$ cat src/invertible_bloom_filter_top_assert.svh
// Assertion macros for the invertible Bloom filter block.
// Depends on clk_i and rst_ni being visible where the macros are used.
`ifndef INVERTIBLE_BLOOM_FILTER_TOP_ASSERT_SVH
`define INVERTIBLE_BLOOM_FILTER_TOP_ASSERT_SVH
`ifndef SYNTHESIS
`define IBF_ASSERT(lbl, prop) \
  lbl: assert property (@(posedge clk_i) disable iff (!rst_ni) prop) \
    else $error("ibf assertion failed");
`define IBF_ASSERT_NEXT(lbl, ante, cons) \
  lbl: assert property (@(posedge clk_i) disable iff (!rst_ni) (ante) |=> (cons)) \
    else $error("ibf assertion failed");
`else
`define IBF_ASSERT(lbl, prop)
`define IBF_ASSERT_NEXT(lbl, ante, cons)
`endif
`endif

$ cat src/ibf_ram.sv
// Generic single-clock RAM with one write port and one registered read port.
// Depends on nothing.
module ibf_ram #(
  parameter int WIDTH = 8,
  parameter int DEPTH = 16,
  parameter int AW    = $clog2(DEPTH)
) (
  input  logic             clk_i,
  input  logic             we_i,
  input  logic [AW-1:0]    waddr_i,
  input  logic [WIDTH-1:0] wdata_i,
  input  logic [AW-1:0]    raddr_i,
  output logic [WIDTH-1:0] rdata_o
);

  logic [WIDTH-1:0] mem_q [DEPTH];
  logic [WIDTH-1:0] rdata_q;

  always_ff @(posedge clk_i) begin
    if (we_i) begin
      mem_q[waddr_i] <= wdata_i;
    end
    rdata_q <= mem_q[raddr_i];
  end

  assign rdata_o = rdata_q;

endmodule
$ cat config.mk
export PLATFORM = sky130hd
export DESIGN_NAME = ibf_ram
export DESIGN_NICKNAME = d
export VERILOG_FILES = /design/src/invertible_bloom_filter_top_assert.svh /design/src/ibf_ram.sv
export SDC_FILE = /design/constraint.sdc
export NUM_CORES = 1
export LEC_CHECK = 0
export BUFFER_PORTS_ARGS = -buffer_cell sky130_fd_sc_hd__buf_2
export CORE_UTILIZATION = 60
export DETAILED_ROUTE_END_ITERATION = 16
export GPL_TIMING_DRIVEN = 0
export PLACE_DENSITY = 0.78
export SLEW_MARGIN = 40
export SYNTH_ARGS = -nofsm -noshare
export SYNTH_HDL_FRONTEND = slang
export SYNTH_SLANG_ARGS = --single-unit
$ cat constraint.sdc
create_clock -name clk_i -period 1.81 [get_ports clk_i]
set_input_delay 0.181 -clock clk_i [delete_from_list [all_inputs] [get_ports clk_i]]
set_output_delay 0.181 -clock clk_i [all_outputs]
set_load 0.005 [all_outputs]
==> impl_results.md <==
- Result of the run: complete, no violations
- Number of max-capacitance violations reported: 0
- Clock tree from TritonCTS: built
- Number of instances in the synthesized netlist: approximately 230
- Unrepaired setup endpoints after global routing: no
- Pre-CTS setup slack: -0.0712 ns
- Detail-routed via count per cell: between 6 and 7
- Filler Cell Count: about 470
- H-tree lvl count: 4
- Sequential-to-total area share from yosys stat: around 78%
- Cells taking the most area after synthesis: edfxtp_1 75%, mux4_2 7.9%, mux4_1 7.1%, dfxtp_1 3.1%, a22oi_1 2.3%
- P&R area growth vs syn: 16.8%
- Period utilization: 79.2%
- Final Max Slew Viols: 0
- Port Buffer Count: 24
- Post-route DRC violation count: 0
- Combined area of the multi-input logic cells: roughly 1100 um^2
- Count of final setup violators: 0
- Final hold violation count: 0
- Count of inserted antenna diode cells: 0
- Die area: just under 9000 um^2
- Setup fix buffers added after clock tree synthesis: 0
- Critical Path RT: between 2 and 2.5 ns
- Die height: 94.6 um
- GRT Residual Overflow: 0
- Commonest cells after routing, fill and taps aside: 128 x edfxtp_1, 27 x buf_2, 18 x mux4_2, 16 x a22oi_1, 16 x clkbuf_16
- Post-synth top area share: 74.7%
- Final period demand of the worst path: roughly 1.4 ns
- Layout Skew: between 0.008 and 0.009 ns
- Pwr Density: 1210 nW/um^2
- Grt met1 use: between 30% and 40%
- Share of final-layout standard cells stronger than drive strength 1: between 30 and 40%
- Net switching power: around 0.0015 W
- Commonest non-fill, non-tap cell in the layout: edfxtp_1
- Power share of the sequential group: between 40% and 50%
- Count of boundary I/O pins: 26
- Clock root buffer master: clkbuf_8
- Number of distinct library cells after synthesis: 19
- Core box area: just over 8000 um^2
- Count of yosys warnings during synthesis: 0
- Detail Route Antenna Nets: 0
- Total clock buffers created by CTS: 17
- Sequential standard cell area: ~4000 um^2
- GR met3 Demand/Resource: under 10%
- Wire length of the first global-routing pass: between 10000 and 15000 um
- WP data arrival: between 1.5 and 2 ns
- Placed wire-length estimate: about 6000 um
- Largest fanout of any net on the critical path: 1
- Weighted congestion reported at the end of routability-driven placement: 0.711
- FF+latch count, synth: 136
- Post-Syn Nets: 247
- Met2 Resource Use GR: 35.2%
- FMAX: roughly 700 MHz
- Type of the worst setup path: reg -> reg
- Clk slew on worst S/H paths: about 0.06 ns
- Global router's overall resource usage: 24.9%
- Worst slew margin relative to its limit: between 40% and 50%
- Critical Path Start Type: register
- Post-Synthesis Mean Instance Area: about 22 um^2
- Placement row count: 33
- Final Worst Setup Slack: 0.376 ns
- Accumulated negative setup slack: 0 ns
- Leak Pwr: about 2 nW
- Clock sink count: about 140
- Routing layer with the top usage in global route: met1
- Number of optimization iterations in the first detailed-route pass: 5
- Initial Util: about 62%
- Largest net degree at the start of global routing: 17
- Netlist area before placement: 5150 um^2
- Hold_buf cts: 0
- DR vias: 2522
- Combinational power share: 4.6%
- Element type at the critical path end: register
- Slew at the pin closest to its max-slew limit: between 0.7 and 0.8 ns
- Peak ir drop on the vdd network: 0.785 mV
- Horizontal die dimension: about 95 um
- Proportion of power drawn by the clock network: between 40 and 50%
- Number of gates given a new drive strength after cts: 0
- Maximum buffer depth of the clock tree: 2
- Post-route core utilization: approximately 73%
- Number of DRC markers in iteration 0: between 400 and 500
- Hold Path Class: in -> reg
- Antenna violations before repair: 0
- Power, Total: slightly above 0.007 W
- Switching part of the total power: ~20%
- Dominant cell type by area after synthesis: edfxtp_1
- Insertion delay to the later sink of the worst-skew pair: approximately 0.51 ns
- Post-DR wirelength/cell: approximately 26 um
- Vias in the first global route: between 2k and 2.5k
- Power Internal: 0.00582 W
- Final routed wirelength across all metal layers: around 10000 um
- Number of nets at the end of the flow: 290
==> cell usage after synthesis <==
cell type / n
edfxtp_1: 128
mux4_2: 18
a22oi_1: 16
mux4_1: 14
nor2_1: 13
nand2_1: 9
dfxtp_1: 8
nor3_1: 4
buf_2: 3
buf_6: 3
clkdlybuf4s25_2: 3
nand2b_1: 2
nand3b_1: 2
and2_1: 1
and2b_1: 1
buf_4: 1
nand3_1: 1
nor2b_1: 1
or3b_2: 1
==> worst paths after layout <==
check	from	cells after the start	slack [ns]	end
max	mem_q[9][5]$_DFFE_PP_	3	0.38	rdata_o[5]$_DFF_P_
min	wdata_i[0]	1	0.06	mem_q[3][0]$_DFFE_PP_
max reg2reg	mem_q[9][5]$_DFFE_PP_	3	0.38	rdata_o[5]$_DFF_P_
min reg2reg	mem_q[11][2]$_DFFE_PP_	3	0.69	rdata_o[2]$_DFF_P_
==> cell type report <==
| cell class | count | share of cell area, % |
|---|---|---|
| timing repair buffer | 24 | 2.00 |
| clock buffer | 19 | 7.34 |
| clock inverter | 13 | 2.54 |
| multi-input combinational | 83 | 17.9 |
| buffer | 10 | 1.44 |
| tap | 105 | 2.18 |
| sequential | 136 | 66.6 |
==> cell families after synthesis <==
group           after synthesis  synth area share (%)
simple gates                 35                  3.18
mux                          32                  15.0
buf+inv                      10                  1.68
compound gates               16                  2.33
flops                       136                  77.8
==> worst max-delay path: stages (launching register included) <==
cell and delay, ns:
edfxtp_1 0.38, mux4_1 0.53, a22oi_1 0.29, nand2_1 0.11
==> routing by layer <==
metal	up-vias	wire length (um)
met5	-	0
met4	0	225
met3	20	843
met2	159	4760
met1	1280	4150
li1	1063	-
==> through the flow <==
| step | area [um^2] | hold slack (ns) | cells |
|---|---|---|---|
| CTS | 6010 | 0.0467 | 390 |
| global placement | 5400 | 0.556 | 358 |
| floorplan | 5150 | 0.280 | 229 |
| finish | 6010 | 0.0649 | 390 |
| detailed placement | 5420 | 0.556 | 358 |
| global route | 6010 | 0.0480 | 390 |
==> flip-flops by register name, indices dropped and copies added (netlist names) <==
signal,flops
mem_q,128
rdata_o,8
==> power by group through the flow <==
stage          clock network, W  logic (W)  registers (W)
3_3_place_gp                  0   0.000317        0.00360
5_1_grt                 0.00356   0.000356        0.00355
3_5_place_dp                  0   0.000330        0.00360
6_report                0.00340   0.000333        0.00354
4_1_cts                 0.00343   0.000334        0.00354
2_1_floorplan                 0   0.000179        0.00360
Note: power is estimated with default switching activity, not from simulation.
